--- src/sv/fixed_point_alu_assert.svh ---
// assertion macros for the fixed-point alu
`ifndef FIXED_POINT_ALU_ASSERT_SVH
`define FIXED_POINT_ALU_ASSERT_SVH

// implication checked on every clock edge outside reset
`define FPA_ASSERT_IMP(label, clk, rst_n, cond, conseq, msg) \
    label: assert property (@(posedge clk) disable iff (!rst_n) (cond) |-> (conseq)) \
        else $error(msg);

// next-cycle implication checked outside reset
`define FPA_ASSERT_NEXT(label, clk, rst_n, cond, conseq, msg) \
    label: assert property (@(posedge clk) disable iff (!rst_n) (cond) |=> (conseq)) \
        else $error(msg);

`endif

--- src/sv/fpa_pkg.sv ---
`timescale 1ns / 1ps
`default_nettype none
package fpa_pkg;
    localparam int FRACTION_BITS = 8;
    localparam int W = 32;
    // dividend width: sign-extended a shifted up by the fraction bits
    localparam int DW = W + FRACTION_BITS + 1;
    // one cell per quotient bit
    localparam int NCELLS = DW;
    // cycles from start to strobe: input stage, divider row, output stage
    localparam int LATENCY = NCELLS + 2;

    typedef enum logic [3:0] {
        OP_ADD = 4'd0, OP_SUB = 4'd1, OP_MUL = 4'd2, OP_DIV = 4'd3,
        OP_GT = 4'd4, OP_LT = 4'd5, OP_GE = 4'd6, OP_LE = 4'd7,
        OP_EQ = 4'd8, OP_NE = 4'd9, OP_MIN = 4'd10, OP_MAX = 4'd11,
        OP_INC = 4'd12, OP_DEC = 4'd13, OP_FROM_INT = 4'd14, OP_TO_INT = 4'd15
    } t_op;

    typedef struct packed {
        logic [3:0]          op;
        logic signed [W-1:0] operand_a;
        logic signed [W-1:0] operand_b;
    } t_in;

    typedef struct packed {
        logic signed [W-1:0] result;
        logic                compare_true;
        logic                divide_by_zero;
    } t_out;

    // beat travelling along the cell row
    typedef struct packed {
        logic          valid;
        logic          is_div;
        logic          neg_q;
        logic          dz;
        logic [W-1:0]  res;      // result of non-divide ops
        logic          cmp;
        logic [DW-1:0] rem;      // partial remainder
        logic [DW-1:0] quo;      // dividend bits shifting out, quotient shifting in
        logic [W-1:0]  dvs;      // divisor magnitude
    } t_beat;
endpackage
`default_nettype wire

--- src/sv/fpa_div_cell.sv ---
`timescale 1ns / 1ps
`default_nettype none
module fpa_div_cell import fpa_pkg::*; (
    input  wire logic  i_clk,
    input  wire logic  i_rst_n,
    input  wire t_beat i_beat,
    output t_beat      o_beat
);
    t_beat         r_beat;
    t_beat         n_beat;
    logic [DW-1:0] trial;
    logic [DW:0]   diff;

    // one restoring division step
    always_comb begin
        n_beat = i_beat;
        trial  = {i_beat.rem[DW-2:0], i_beat.quo[DW-1]};
        diff   = {1'b0, trial} - {{(DW-W+1){1'b0}}, i_beat.dvs};
        if (!diff[DW]) begin
            n_beat.rem = diff[DW-1:0];
            n_beat.quo = {i_beat.quo[DW-2:0], 1'b1};
        end else begin
            n_beat.rem = trial;
            n_beat.quo = {i_beat.quo[DW-2:0], 1'b0};
        end
    end

    always_ff @(posedge i_clk) begin
        if (!i_rst_n) begin
            r_beat <= '0;
        end else begin
            r_beat <= n_beat;
        end
    end

    assign o_beat = r_beat;
endmodule
`default_nettype wire

--- config.mk ---
export PLATFORM = sky130hd
export DESIGN_NAME = fpa_div_cell
export DESIGN_NICKNAME = d
export VERILOG_FILES = /design/src/sv/fixed_point_alu_assert.svh /design/src/sv/fpa_pkg.sv /design/src/sv/fpa_div_cell.sv
export SDC_FILE = /design/constraint.sdc
export NUM_CORES = 1
export LEC_CHECK = 0
export CELL_PAD_IN_SITES_DETAIL_PLACEMENT = 1
export CELL_PAD_IN_SITES_GLOBAL_PLACEMENT = 1
export CORE_AREA = 2 2 118 120
export CTS_CLUSTER_DIAMETER = 150
export DETAILED_ROUTE_END_ITERATION = 6
export DIE_AREA = 0 0 120 122
export DONT_BUFFER_PORTS = 1
export PLACE_DENSITY_LB_ADDON = 0.08
export SLEW_MARGIN = 10
export SYNTH_ARGS = -nofsm -noshare
export SYNTH_HDL_FRONTEND = slang
export SYNTH_SLANG_ARGS = --single-unit
--- constraint.sdc ---
create_clock -name i_clk -period 7 [get_ports i_clk]
set_clock_uncertainty 0.1 [all_clocks]
set_input_delay 0.35 -clock i_clk [delete_from_list [all_inputs] [get_ports i_clk]]
set_output_delay 0.35 -clock i_clk [all_outputs]
set_load 0.005 [all_outputs]
# Yosys cells after proc, flatten, opt, wreduce, memory -nomap -nowiden
# Cells that the tools add are included.
word_totals:
  register_bits: 151
  inputBits: 153
  output_inout_bits: 151
  elab_cells: 11
classes:
  addsub: 1
  n_mux: 1
op_table:
  columns: ["operator", "count"]
  rows:
  - ["82-bit two-way mux", 1]
  - ["41-bit by 32-bit subtractor with 42-bit output", 1]

# Depth between registers and ports, before layout
logic_depth:
  depth_word: 2
  mapped_depth: 14
  mapped_depth_nobuf: 12

# Worst setup path after synthesis
# No wires, ideal clock.
synth_path:
  path_kind: "input port to flip-flop"
  startpoint: "input port i_beat[72] (netlist bit)"
  endpoint: "register r_beat (netlist bit o_beat[101])"
  setup_ps: 62
  t_arrival_ps: 2674
  required_time_ps: 6838
  path_slack_ps: 4164
  path_stages: 12
  cell_sequence: "inv_1 ha_1 fa_1 nand2b_1 a2111oi_0 nor2_1 a211oi_1 o21ai_1 a21oi_2 a311oi_1 or4_1 nand3_1"
synth_via:
  elab_chain_cells: 2
synth_lines:
  columns: ["item", "line_no", "text"]
  rows:
  - ["start: declaration", "fpa_div_cell.sv:6", "input wire t_beat i_beat,"]
  - ["41-bit by 32-bit subtractor with 42-bit output", "fpa_div_cell.sv:18", "diff = {1'b0, trial} - {{(DW-W+1){1'b0}}, i_beat.dvs};"]
  - ["82-bit two-way mux", "fpa_div_cell.sv:19", "if (!diff[DW]) begin"]
  - ["end signal: assignment", "fpa_div_cell.sv:32", "r_beat <= n_beat;"]
  - ["end: declaration", "fpa_div_cell.sv:9", "t_beat r_beat;"]
# Every way passes these cells.
# A chain may end at the register's enable or synchronous reset.

# Final worst setup path
layout_path:
  startpoint: "input port i_beat[1] (netlist bit)"
  endpoint: "register r_beat (netlist bit o_beat[111])"
# The elaborated chain is that of the path after synthesis.

==> impl_metrics.json <==
{
  "yosysMostFrequentCell": "dfxtp_1",
  "synth-async-reset-ratio_pct": 0,
  "critPathLaunch": "i_beat[1]",
  "ys_dominant_reg_cell": "dfxtp_1",
  "syn_area_um2": 6250,
  "rsz0062_at_grt": "no",
  "finalNonFillerCells": 1021,
  "synth_nets": 873,
  "place_ws_ns": 3.51,
  "die_width_um": 120,
  "synth-compound-area-share_pct": 14.9,
  "critPathMaxFanout": 41,
  "status": "complete, no violations",
  "worst_pin_slew_ns": 1.10,
  "cts_tree": "done",
  "power.leakage_nw": 3.60,
  "clk_pin_slew_ns": 0.07,
  "hold_class": "input port to register",
  "yosys.area.top_type_share_pct": 48.3,
  "grt_usage_pct": 33.1,
  "synth_seq_cells": 151,
  "cts_buffer_depth": 2,
  "yosysUniqueCellTypes": 56,
  "cts_num_sinks": 151,
  "drt_first_iter_violations": 346,
  "dp_hpwl_um": 13900,
  "avgSynthCellArea_um2": 9.10,
  "cts-resized-gates": 0,
  "avgRoutedWirePerCell_um": 25.5,
  "drive_above_1_share_pct": 5.83,
  "ys_top_cells_by_area": "dfxtp_1 (48%), and2_1 (7.9%), ha_1 (6.4%)",
  "yosys.area.top_type": "dfxtp_1",
  "hold_violations": 0,
  "synth_edf_count": 0,
  "grt_pass1_vias": 6207,
  "postSynthCellCount": 687,
  "start_util_pct": 46.3,
  "synth-simple-area-share_pct": 22.1,
  "rows": 43,
  "clock-root-buffer": "clkbuf_16",
  "die_h_um": 122,
  "synth_mux_area_share_pct": 0,
  "synth_top_family_by_area": "simple AND/OR/NAND/NOR gates",
  "drcViolationCount": 0,
  "worst_slack_ns": 3.29,
  "grt_pass1_wl_um": 36500,
  "synth_xor_area_share_pct": 3.50,
  "crit_path_start_kind": "input port",
  "cap_violations": 0,
  "ys_warn_count": 0,
  "worstSetupEndpointType": "register",
  "antenna_found_initial": 1,
  "io_buffers": 0,
  "crit_path_end": "o_beat[111]$_SDFF_PN0_",
  "dr.pass1.iters": 4,
  "avgViaCountPerCell": 5.71,
  "maxSlewHeadroom_pct": 24.7,
  "dp.cells": 840,
  "grt-ovfl-total": 0,
  "finalMaxSlewViolations": 0,
  "dieArea_um2": 14600,
  "finalSetupTns_ns": 0,
  "required_ns": 7.18,
  "power_density_nw_per_um2": 261,
  "drt-total-wl_um": 26000,
  "synthTopCellsByCount": "dfxtp_1 (151), and2_1 (79), a21oi_1 (58), nand2_1 (58), nor2_1 (58)",
  "fillerInstances": 1474,
  "fmax_ghz": 0.270,
  "largest_reg_flops": 151,
  "vias": 5830,
  "coreArea_um2": 13500,
  "grt_max_degree": 81,
  "period_needed_ns": 3.71,
  "final_nets": 1014,
  "finalPower_mw": 2.19,
  "cts_made_buffers": 17,
  "seq_area_frac_synth_pct": 48.3,
  "synthAdderAreaFrac_pct": 6.72,
  "finalSetupViolCount": 0,
  "htreeDepth": 4,
  "worstPathArrival_ns": 3.89,
  "io_pins": 304,
  "regArea_um2": 3020,
  "ant_nets": 0,
  "place_congestion": 0.777,
  "min-delay-start": "i_beat[108]",
  "vdd_ir_drop_max_mv": 0.195,
  "finalCritPeriodShare_pct": 53.0,
  "syn2layout_area_growth_pct": 34.6,
  "crit_type": "input port to register",
  "multi_input_area_um2": 2950
}
-- worst min-delay path by stage --
stage / end / slack, ns / cells past startpoint
global placement: o_beat[53]$_SDFF_PN0_ / 0.38 / 1
CTS: o_beat[98]$_SDFF_PN0_ / 0.0004 / 2
finish: o_beat[109]$_SDFF_PN0_ / 0.009 / 2
detailed placement: o_beat[59]$_SDFF_PN0_ / 0.38 / 1
global route: o_beat[109]$_SDFF_PN0_ / 0.01 / 2
floorplan: o_beat[137]$_SDFF_PN0_ / 0.37 / 1
-- logic make-up after synthesis --
| group | after synthesis |
|---|---|
| and+or+nand+nor | 264 |
| DFF | 151 |
| AOI/OAI and AO/OA | 144 |
| buffers and inverters | 70 |
| adders and majority gates | 33 |
| xor gates and xnor gates | 25 |
-- placed cells by master (no fill, tap or decap), types with 3 or more instances in the layout --
master	synthesis	final
o21ai_1	3	3
clkinvlp_4	0	3
o21bai_1	3	3
o21ai_0	18	18
nand2b_1	6	6
or3_1	6	6
dfxtp_1	151	151
a21o_1	14	14
nand2_1	58	58
nand4_1	12	12
and3_1	3	3
nor2b_1	4	4
inv_6	0	5
and2_1	79	79
nor3_1	5	5
xor2_1	12	12
o21a_1	3	3
ha_1	32	32
clkbuf_16	0	17
xnor2_1	13	13
o31ai_1	9	9
a21oi_1	58	58
nand3_1	15	15
dlygate4sd3_1	0	148
inv_1	41	40
a211oi_1	14	14
nor2_1	58	57
or4_1	7	7
-- what timing repair did --
item,4_1_cts,5_1_grt
hold buffers,149,0
buffers inserted,0,0
hold endpoints to repair,145,0
-- worst max-delay path, stage by stage --
cell           delay (ns)
dlygate4sd3_1        0.57
inv_1                0.08
ha_1                 0.30
nor2b_1              0.15
o31ai_1              0.40
o221ai_2             0.19
o211ai_1             0.38
a211o_4              0.25
nand4_4              0.56
nand2_2              0.38
or4_1                0.18
a21oi_1              0.08
-- layout make-up --
| class | instances | area share (%) |
|---|---|---|
| sequential | 151 | 35.9 |
| multi-input combinational | 466 | 35.1 |
| timing repair buffer | 151 | 18.0 |
| clock buffer | 17 | 5.06 |
| tap | 180 | 2.68 |
| inverter | 41 | 1.83 |
| clock inverter | 14 | 1.38 |
| antenna | 1 | 0.0297 |
-- layer usage --
layer | routed length [µm] | global-route usage, %
met1 | 9300 | 34.5
met2 | 13200 | 58.0
met5 | 0 | 0
met3 | 1880 | 10.0
met4 | 1610 | 21.1
-- per-stage QoR --
step           cell area (µm²)  util [%]  hold WS, ns
6_report                  8410      62.3      0.00895
5_1_grt                   8410      62.3       0.0132
4_1_cts                   8410      62.3     0.000435
3_5_place_dp              6370      47.2        0.380
3_3_place_gp              6370      47.2        0.377
2_1_floorplan             6250         -        0.372
-- where the power goes --
| group | internal [mW] | switching, mW | total, mW |
|---|---|---|---|
| clock | 0.462 | 0.420 | 0.882 |
| combinational | 0.159 | 0.180 | 0.340 |
| sequential | 0.923 | 0.0492 | 0.972 |
Power figures use the tool's default switching activity.
