$ cat src/sv/fixed_point_alu_assert.svh
// assertion macros for the fixed-point alu
`ifndef FIXED_POINT_ALU_ASSERT_SVH
`define FIXED_POINT_ALU_ASSERT_SVH

// implication checked on every clock edge outside reset
`define FPA_ASSERT_IMP(label, clk, rst_n, cond, conseq, msg) \
    label: assert property (@(posedge clk) disable iff (!rst_n) (cond) |-> (conseq)) \
        else $error(msg);

// next-cycle implication checked outside reset
`define FPA_ASSERT_NEXT(label, clk, rst_n, cond, conseq, msg) \
    label: assert property (@(posedge clk) disable iff (!rst_n) (cond) |=> (conseq)) \
        else $error(msg);

`endif

$ cat src/sv/fpa_pkg.sv
`timescale 1ns / 1ps
`default_nettype none
package fpa_pkg;
    localparam int FRACTION_BITS = 8;
    localparam int W = 32;
    // dividend width: sign-extended a shifted up by the fraction bits
    localparam int DW = W + FRACTION_BITS + 1;
    // one cell per quotient bit
    localparam int NCELLS = DW;
    // cycles from start to strobe: input stage, divider row, output stage
    localparam int LATENCY = NCELLS + 2;

    typedef enum logic [3:0] {
        OP_ADD = 4'd0, OP_SUB = 4'd1, OP_MUL = 4'd2, OP_DIV = 4'd3,
        OP_GT = 4'd4, OP_LT = 4'd5, OP_GE = 4'd6, OP_LE = 4'd7,
        OP_EQ = 4'd8, OP_NE = 4'd9, OP_MIN = 4'd10, OP_MAX = 4'd11,
        OP_INC = 4'd12, OP_DEC = 4'd13, OP_FROM_INT = 4'd14, OP_TO_INT = 4'd15
    } t_op;

    typedef struct packed {
        logic [3:0]          op;
        logic signed [W-1:0] operand_a;
        logic signed [W-1:0] operand_b;
    } t_in;

    typedef struct packed {
        logic signed [W-1:0] result;
        logic                compare_true;
        logic                divide_by_zero;
    } t_out;

    // beat travelling along the cell row
    typedef struct packed {
        logic          valid;
        logic          is_div;
        logic          neg_q;
        logic          dz;
        logic [W-1:0]  res;      // result of non-divide ops
        logic          cmp;
        logic [DW-1:0] rem;      // partial remainder
        logic [DW-1:0] quo;      // dividend bits shifting out, quotient shifting in
        logic [W-1:0]  dvs;      // divisor magnitude
    } t_beat;
endpackage
`default_nettype wire

$ cat src/sv/fpa_front.sv
`timescale 1ns / 1ps
`default_nettype none
module fpa_front import fpa_pkg::*; (
    input  wire logic i_clk,
    input  wire logic i_rst_n,
    input  wire logic i_valid,
    input  wire t_in  i_in,
    output t_beat     o_beat
);
    t_beat                 r_beat;
    t_beat                 n_beat;
    logic signed [W-1:0]   a;
    logic signed [W-1:0]   b;
    logic signed [2*W-1:0] prod;
    logic signed [DW-1:0]  dvd;
    logic [DW-1:0]         dvd_mag;
    logic [W-1:0]          one;
    logic                  lt;

    // non-divide ops and compares, divide operand preparation
    always_comb begin
        a       = i_in.operand_a;
        b       = i_in.operand_b;
        one     = W'(1) << FRACTION_BITS;
        prod    = (2*W)'(a) * (2*W)'(b);
        dvd     = DW'(a) <<< FRACTION_BITS;
        dvd_mag = dvd[DW-1] ? DW'(-dvd) : dvd;
        lt      = a < b;
        n_beat        = '0;
        n_beat.valid  = i_valid;
        n_beat.quo    = dvd_mag;
        n_beat.dvs    = b[W-1] ? W'(-b) : W'(b);
        n_beat.neg_q  = a[W-1] ^ b[W-1];
        case (t_op'(i_in.op))
            OP_ADD:      n_beat.res = W'(a + b);
            OP_SUB:      n_beat.res = W'(a - b);
            OP_MUL:      n_beat.res = prod[FRACTION_BITS +: W];
            OP_DIV: begin
                n_beat.is_div = (b != 0);
                n_beat.dz     = (b == 0);
            end
            OP_GT:       n_beat.cmp = a > b;
            OP_LT:       n_beat.cmp = lt;
            OP_GE:       n_beat.cmp = !lt;
            OP_LE:       n_beat.cmp = a <= b;
            OP_EQ:       n_beat.cmp = a == b;
            OP_NE:       n_beat.cmp = a != b;
            OP_MIN:      n_beat.res = lt ? a : b;
            OP_MAX:      n_beat.res = (a > b) ? a : b;
            OP_INC:      n_beat.res = W'(a) + one;
            OP_DEC:      n_beat.res = W'(a) - one;
            OP_FROM_INT: n_beat.res = W'(a) << FRACTION_BITS;
            default:     n_beat.res = W'(a >>> FRACTION_BITS);
        endcase
    end

    always_ff @(posedge i_clk) begin
        if (!i_rst_n) begin
            r_beat <= '0;
        end else begin
            r_beat <= n_beat;
        end
    end

    assign o_beat = r_beat;
endmodule
`default_nettype wire

$ cat config.mk
export PLATFORM = sky130hd
export DESIGN_NAME = fpa_front
export DESIGN_NICKNAME = d
export VERILOG_FILES = /design/src/sv/fixed_point_alu_assert.svh /design/src/sv/fpa_pkg.sv /design/src/sv/fpa_front.sv
export SDC_FILE = /design/constraint.sdc
export NUM_CORES = 2
export LEC_CHECK = 0
export ABC_CLOCK_PERIOD_IN_PS = 9400
export BUFFER_PORTS_ARGS = -buffer_cell sky130_fd_sc_hd__buf_2
export CORE_UTILIZATION = 50
export DETAILED_ROUTE_END_ITERATION = 10
export PLACE_DENSITY = 0.68
export SLEW_MARGIN = 40
export SYNTH_ARGS = -nofsm -noshare
export SYNTH_HDL_FRONTEND = slang
export SYNTH_SLANG_ARGS = --single-unit
$ cat constraint.sdc
create_clock -name i_clk -period 9.4 [get_ports i_clk]
set_input_delay 1.88 -clock i_clk [delete_from_list [all_inputs] [get_ports i_clk]]
set_output_delay 1.88 -clock i_clk [all_outputs]
set_load 0.05 [all_outputs]
After elaboration in Yosys (flattened, before gate mapping)
Index checks and enable logic that the tools add are counted.

Bits of input ports: 71. Latch bits: 0. Output and inout port bits: 151. Memories: 0. Word-level logic and storage cells: 52. Bits in writable memories: 0. ROM bits: 0. Bits in registers: 151.

Eq/ne operators: 16. $add $sub $neg: 6. Reductions and logical operators: 8. Shifts and indexed selects: 0. Muxes and demuxes: 6. Bitwise gates (word level): 1. Div/mod/pow operators: 0. Multiply operators: 1. Order comparisons: 3.

Operators with widths (number): one-hot mux 32 bit (9 select lines) (1); 2-to-1 mux 32 bit (2); negator 40 -> 41 bit (1); multiplier 32 x 32 -> 40 bit (1); 2-to-1 mux 39 bit (1); adder 32 bit (1); adder 32 x 9 -> 32 bit, second input constant (1); == test 32 bit (1); greater-than comparator 32 bit (1); <= comparator 32 bit (1); logical NOT 32 bit (1); less-than comparator 32 bit (1); inequality test 32 bit (1); negator 32 bit (1); nonzero test 32 bit (1); subtractor 32 bit (1); subtractor 32 x 9 -> 32 bit, second input constant (1); 2-to-1 mux 31 bit (1); == test 4 bit, second input constant (7); == test 4 x 3 -> 1 bit, second input constant (4); == test 4 x 2 -> 1 bit, second input constant (2); OR reduction 7 bit (1); one-hot mux 1 bit (6 select lines) (1); AND reduction 2 bit (3); 4 further kinds (4).

Depth between registers and ports, before layout
Depth in word-level cells: 3. Depth in mapped cells: 29. Depth with buffers taken out: 27.

Worst setup path before layout
OpenSTA, ideal clock, no wires.

Path kind: input-to-reg. Start: in i_in[51] (netlist name). End: reg r_beat (netlist bit o_beat[143]). Setup time: 120 ps. Stages: 25. Path buffers: 3. Data required time: 9280 ps. Setup slack: 501 ps. Data arrival time: 8779 ps. Cells stage by stage: clkbuf_1 > clkbuf_1 > and2_1 > fa_1 > fa_1 > fa_1 > inv_1 > fa_1 > inv_1 > fa_1 > fa_1 > fa_1 > fa_1 > ha_1 > clkbuf_1 > nand3_1 > nor3_1 > nand4_1 > a2111o_1 > a21oi_1 > a21bo_1 > a21oi_1 > xor2_1 > o221ai_1 > o31a_1.

Word-level cells in the longest chain between the ends: 3. Elaborated cells between the ends (all ways): 10. Classes of those cells: add/sub: 4; mul: 1; order compare: 2; mux: 3.

Ends and longest elaborated chain: start, declared (line fpa_front.sv:7) `input wire t_in i_in,`; branches (longest 2 deep; another with multiplier 32 x 32 -> 40 bit); one-hot mux 32 bit (9 select lines) (*) (line fpa_front.sv:34) `case (t_op'(i_in.op))`; end signal, assigned (line fpa_front.sv:61) `r_beat <= n_beat;`; end, declared (line fpa_front.sv:10) `t_beat r_beat;`.

Every way passes the cells marked *. A chain may end at the register's enable or synchronous reset.

Final worst setup path
Start: in i_in[47] (netlist name). End: reg r_beat (netlist bit o_beat[143]).

Same word-level chain as after synthesis.

==> metrics.csv <==
stage,metric,value,unit
setup_path,required time at the endpoint of the critical path,9.68,ns
yosys,Most used DFF post-synth,sky130_fd_sc_hd__dfxtp_1,
global_routing,overflow left after global routing,0,
placement,Placement Cell Area,0.0359,mm2
setup_path,ordered list of cells on the worst path,buf_2 > nand2_1 > fa_1 > fa_1 > fa_1 > fa_1 > fa_1 > inv_1 > fa_1 > fa_1 > fa_1 > ha_2 > nand3_1 > nor3_2 > nand4_1 > a2111o_1 > a21oi_1 > buf_4 > a21bo_1 > a21oi_1 > xor2_1 > o221ai_1 > o31a_1,
finish,area of all placed cells without fillers,0.0363,mm2
placement,Placer Congestion,1.04,
worst_hold_path,type of the tightest min-delay check,in -> reg,
yosys,asr flop ratio synth,0,%
outcome,status,"finished, final reports clean",
die,die extent in y,259,um
placement,detailed-placement wirelength estimate,99600,um
yosys,area of the mapped netlist,0.0331,mm2
setup_path,worst-path cell with the longest stage delay,sky130_fd_sc_hd__a2111o_1,
die,width of the die,259,um
die,effective utilization at floorplan,51.0,%
finish,flip-flop and latch area,0.00204,mm2
setup_path,critical path start-end classification,in -> reg,
setup_path,CP max FO,14,
clocking,H-tree depth,3,
die,die area,0.0673,mm2
yosys,Synth Area per Inst,8.44,um2
global_routing,Overall Global Routing Usage,36.5,%
timing,RSZ-0062 raised after global routing,no,
timing,slew at the pin with the worst max-slew slack,0.896,ns
finish,fraction of final layout cells with drive strength greater than 1,11.4,%
finish,nets@finish,5064,
setup_path,largest stage delay on the critical path,0.59,ns
timing,Max Freq,109,MHz
timing,Final Hold Violating Endpoints,0,
timing,relative slew slack,39.9,%
yosys,number of distinct library cell variants in the gate-level netlist after synthesis,84,
route,Vias per Instance,5.76,
clocking,Worst-path clk slew,0.09,ns
clocking,clk sinks,102,
clocking,CTS tree,built,
finish,most common library cell in the layout ignoring fill and taps,sky130_fd_sc_hd__inv_1,
finish,number of flip-flops in the largest register,102,
global_routing,number of global-route vias before repair,29800,
timing,shortest clock period the worst path allows after layout,9.18,ns
setup_path,endpoint arrival time on the critical path,9.46,ns
clocking,maximum root-to-sink buffer count,2,
global_routing,first-pass GRT wire length,183000,um
route,count of TritonRoute iterations in the first routing pass,6,
die,Core ar.,0.0649,mm2
placement,number of I/O port buffers,172,
timing,setup violators final,0,
clocking,clock tree root driver cell,sky130_fd_sc_hd__clkbuf_16,
route,initial drt markers,3147,
yosys,"EDFF count, synth",0,
timing,crit share post-route,97.6,%
clocking,total CTS buffers,9,
yosys,post-synthesis cell count,3923,
global_routing,largest net degree at the start of global routing,73,
worst_hold_path,origin of the worst min-delay path,i_valid,
timing,final slew viol count,0,
setup_path,timing endpoint of the critical path,o_beat[143]$_SDFF_PN0_,
finish,"commonest non-fill, non-tap cells in the layout","sky130_fd_sc_hd__inv_1 (718), sky130_fd_sc_hd__fa_1 (645), sky130_fd_sc_hd__and2_1 (387)",
die,standard-cell rows,93,
route,drt drc,0,
flow_run,Max-Cap Viols,0,
finish,area growth from synthesis to layout,9.62,%
setup_path,worst setup path startpoint,i_in[47],
finish,footprint of the multi-input gates,0.0273,mm2
yosys,proportion of synthesized chip area in sequential cells,6.16,%
die,total I/O pin count,222,
finish,total of fill cells in the finished design,6138,
yosys,number of warnings issued by yosys,0,
setup_path,CP Launch Type,primary input,
clocking,number of setup buffers added after CTS,0,
route,total length of routed wires,120000,um
global_routing,antenna violations before repair,13,
setup_path,most prevalent standard cell on the critical path,sky130_fd_sc_hd__fa_1,
route,DRT antenna net count,0,
route,count of vias placed by the detailed router,28700,
route,detailed-route wire length per cell,24.1,um
yosys,post-synthesis sequential element count,102,
setup_path,kind of capture point of the worst setup path,flip-flop,
-- cell type report --
type | instances | share of cell area, %
antenna | 10 | 0.0689
clock buffer | 9 | 0.620
clock inverter | 7 | 0.238
inverter | 726 | 7.51
multi-input combinational | 2852 | 75.1
sequential | 102 | 5.62
tap | 855 | 2.95
timing repair buffer | 415 | 7.90
-- worst min path at each step --
stage / endpoint / cells after the start
2_1_floorplan: o_beat[150]$_SDFF_PN0_ / 1
3_3_place_gp: o_beat[150]$_SDFF_PN0_ / 2
3_5_place_dp: o_beat[150]$_SDFF_PN0_ / 2
4_1_cts: o_beat[150]$_SDFF_PN0_ / 2
5_1_grt: o_beat[150]$_SDFF_PN0_ / 2
6_report: o_beat[150]$_SDFF_PN0_ / 2
-- synth_stat cells, types with 4 or more instances --
library cell / n / area [um2]
sky130_fd_sc_hd__ha_1: 242 / 3030
sky130_fd_sc_hd__o31a_1: 5 / 43.8
sky130_fd_sc_hd__o211ai_1: 12 / 90.1
sky130_fd_sc_hd__xor2_1: 53 / 464
sky130_fd_sc_hd__nand2_1: 384 / 1440
sky130_fd_sc_hd__xnor2_1: 125 / 1090
sky130_fd_sc_hd__nor2b_1: 8 / 50.1
sky130_fd_sc_hd__buf_2: 13 / 65.1
sky130_fd_sc_hd__or2_2: 4 / 25.0
sky130_fd_sc_hd__nand2b_1: 17 / 106
sky130_fd_sc_hd__o22ai_1: 15 / 93.8
sky130_fd_sc_hd__a22oi_1: 14 / 105
sky130_fd_sc_hd__a2111oi_0: 5 / 43.8
sky130_fd_sc_hd__o21bai_1: 13 / 97.6
sky130_fd_sc_hd__or4_1: 8 / 60.1
sky130_fd_sc_hd__o41ai_1: 11 / 96.3
sky130_fd_sc_hd__mux2i_1: 17 / 170
sky130_fd_sc_hd__inv_1: 718 / 2700
sky130_fd_sc_hd__nand4_1: 18 / 113
sky130_fd_sc_hd__and2_1: 387 / 2420
sky130_fd_sc_hd__o21ai_0: 130 / 651
sky130_fd_sc_hd__o21a_1: 12 / 90.1
sky130_fd_sc_hd__nand3_1: 32 / 160
sky130_fd_sc_hd__or3_1: 24 / 150
sky130_fd_sc_hd__clkbuf_1: 213 / 800
sky130_fd_sc_hd__fa_1: 645 / 12900
sky130_fd_sc_hd__nor4_1: 12 / 75.1
sky130_fd_sc_hd__a211oi_1: 15 / 113
sky130_fd_sc_hd__a221o_1: 5 / 50.1
sky130_fd_sc_hd__a21oi_1: 146 / 731
sky130_fd_sc_hd__nor3_1: 38 / 190
sky130_fd_sc_hd__a221oi_1: 27 / 236
sky130_fd_sc_hd__o31ai_1: 18 / 135
sky130_fd_sc_hd__a31oi_1: 26 / 163
sky130_fd_sc_hd__inv_2: 6 / 22.5
sky130_fd_sc_hd__o221ai_1: 8 / 70.1
sky130_fd_sc_hd__dfxtp_1: 102 / 2040
sky130_fd_sc_hd__nor2_1: 222 / 833
sky130_fd_sc_hd__buf_1: 16 / 60.1
sky130_fd_sc_hd__buf_4: 49 / 368
sky130_fd_sc_hd__and3_1: 12 / 75.1
sky130_fd_sc_hd__a21o_1: 31 / 233
-- layer usage --
metal | global-route usage [%] | wire length (um) | vias up
met5 | 0 | 13 | -
met4 | 23.4 | 9380 | 2
met3 | 4.54 | 9540 | 366
met2 | 58.7 | 55300 | 1482
met1 | 46.7 | 45600 | 14400
li1 | - | - | 12400
-- worst max-delay path, delay by kind of cell --
| family | cells | cell delay [ns] |
|---|---|---|
| compound gates | 6 | 1.57 |
| xor+xnor | 1 | 0.19 |
| fa+ha+maj | 9 | 4.38 |
| buf+inv | 3 | 0.62 |
| simple gates | 4 | 0.78 |
-- metrics by stage --
step                hold slack, ns  std cells  util (%)  worst slack, ns  setup TNS [ns]
floorplan                     2.01       3972         -            0.501               0
global placement              2.09       4950      55.3          -0.0965          -0.438
detailed placement            2.09       4950      55.3           -0.200           -1.12
CTS                           1.70       4966      55.8            0.155               0
global route                  1.70       4973      55.9          0.00590               0
finish                        1.71       4976      55.9            0.223               0
-- repair_timing --
action,in CTS,in global routing
hold buffers,0,0
setup endpoints to repair,0,8
gates resized for setup,0,16
-- cell families (layout without fill, tap and decap cells) --
kind of cell / count (synthesis) / in the layout / synth area share, %
multiplexers: 18 / 18 / 0.548
XOR/XNOR: 179 / 179 / 4.77
flip-flops: 102 / 102 / 6.16
buffers and inverters: 1018 / 1157 / 12.2
AO/OA/AOI/OAI: 534 / 534 / 10.5
AND/OR/NAND/NOR: 1184 / 1184 / 17.7
other: 1 / 60 / 0.0113
adder cells (fa/ha/maj): 887 / 887 / 48.1
Power is not shown: default switching activity piles up to over one toggle a cycle in this logic, so the estimate is an artifact.
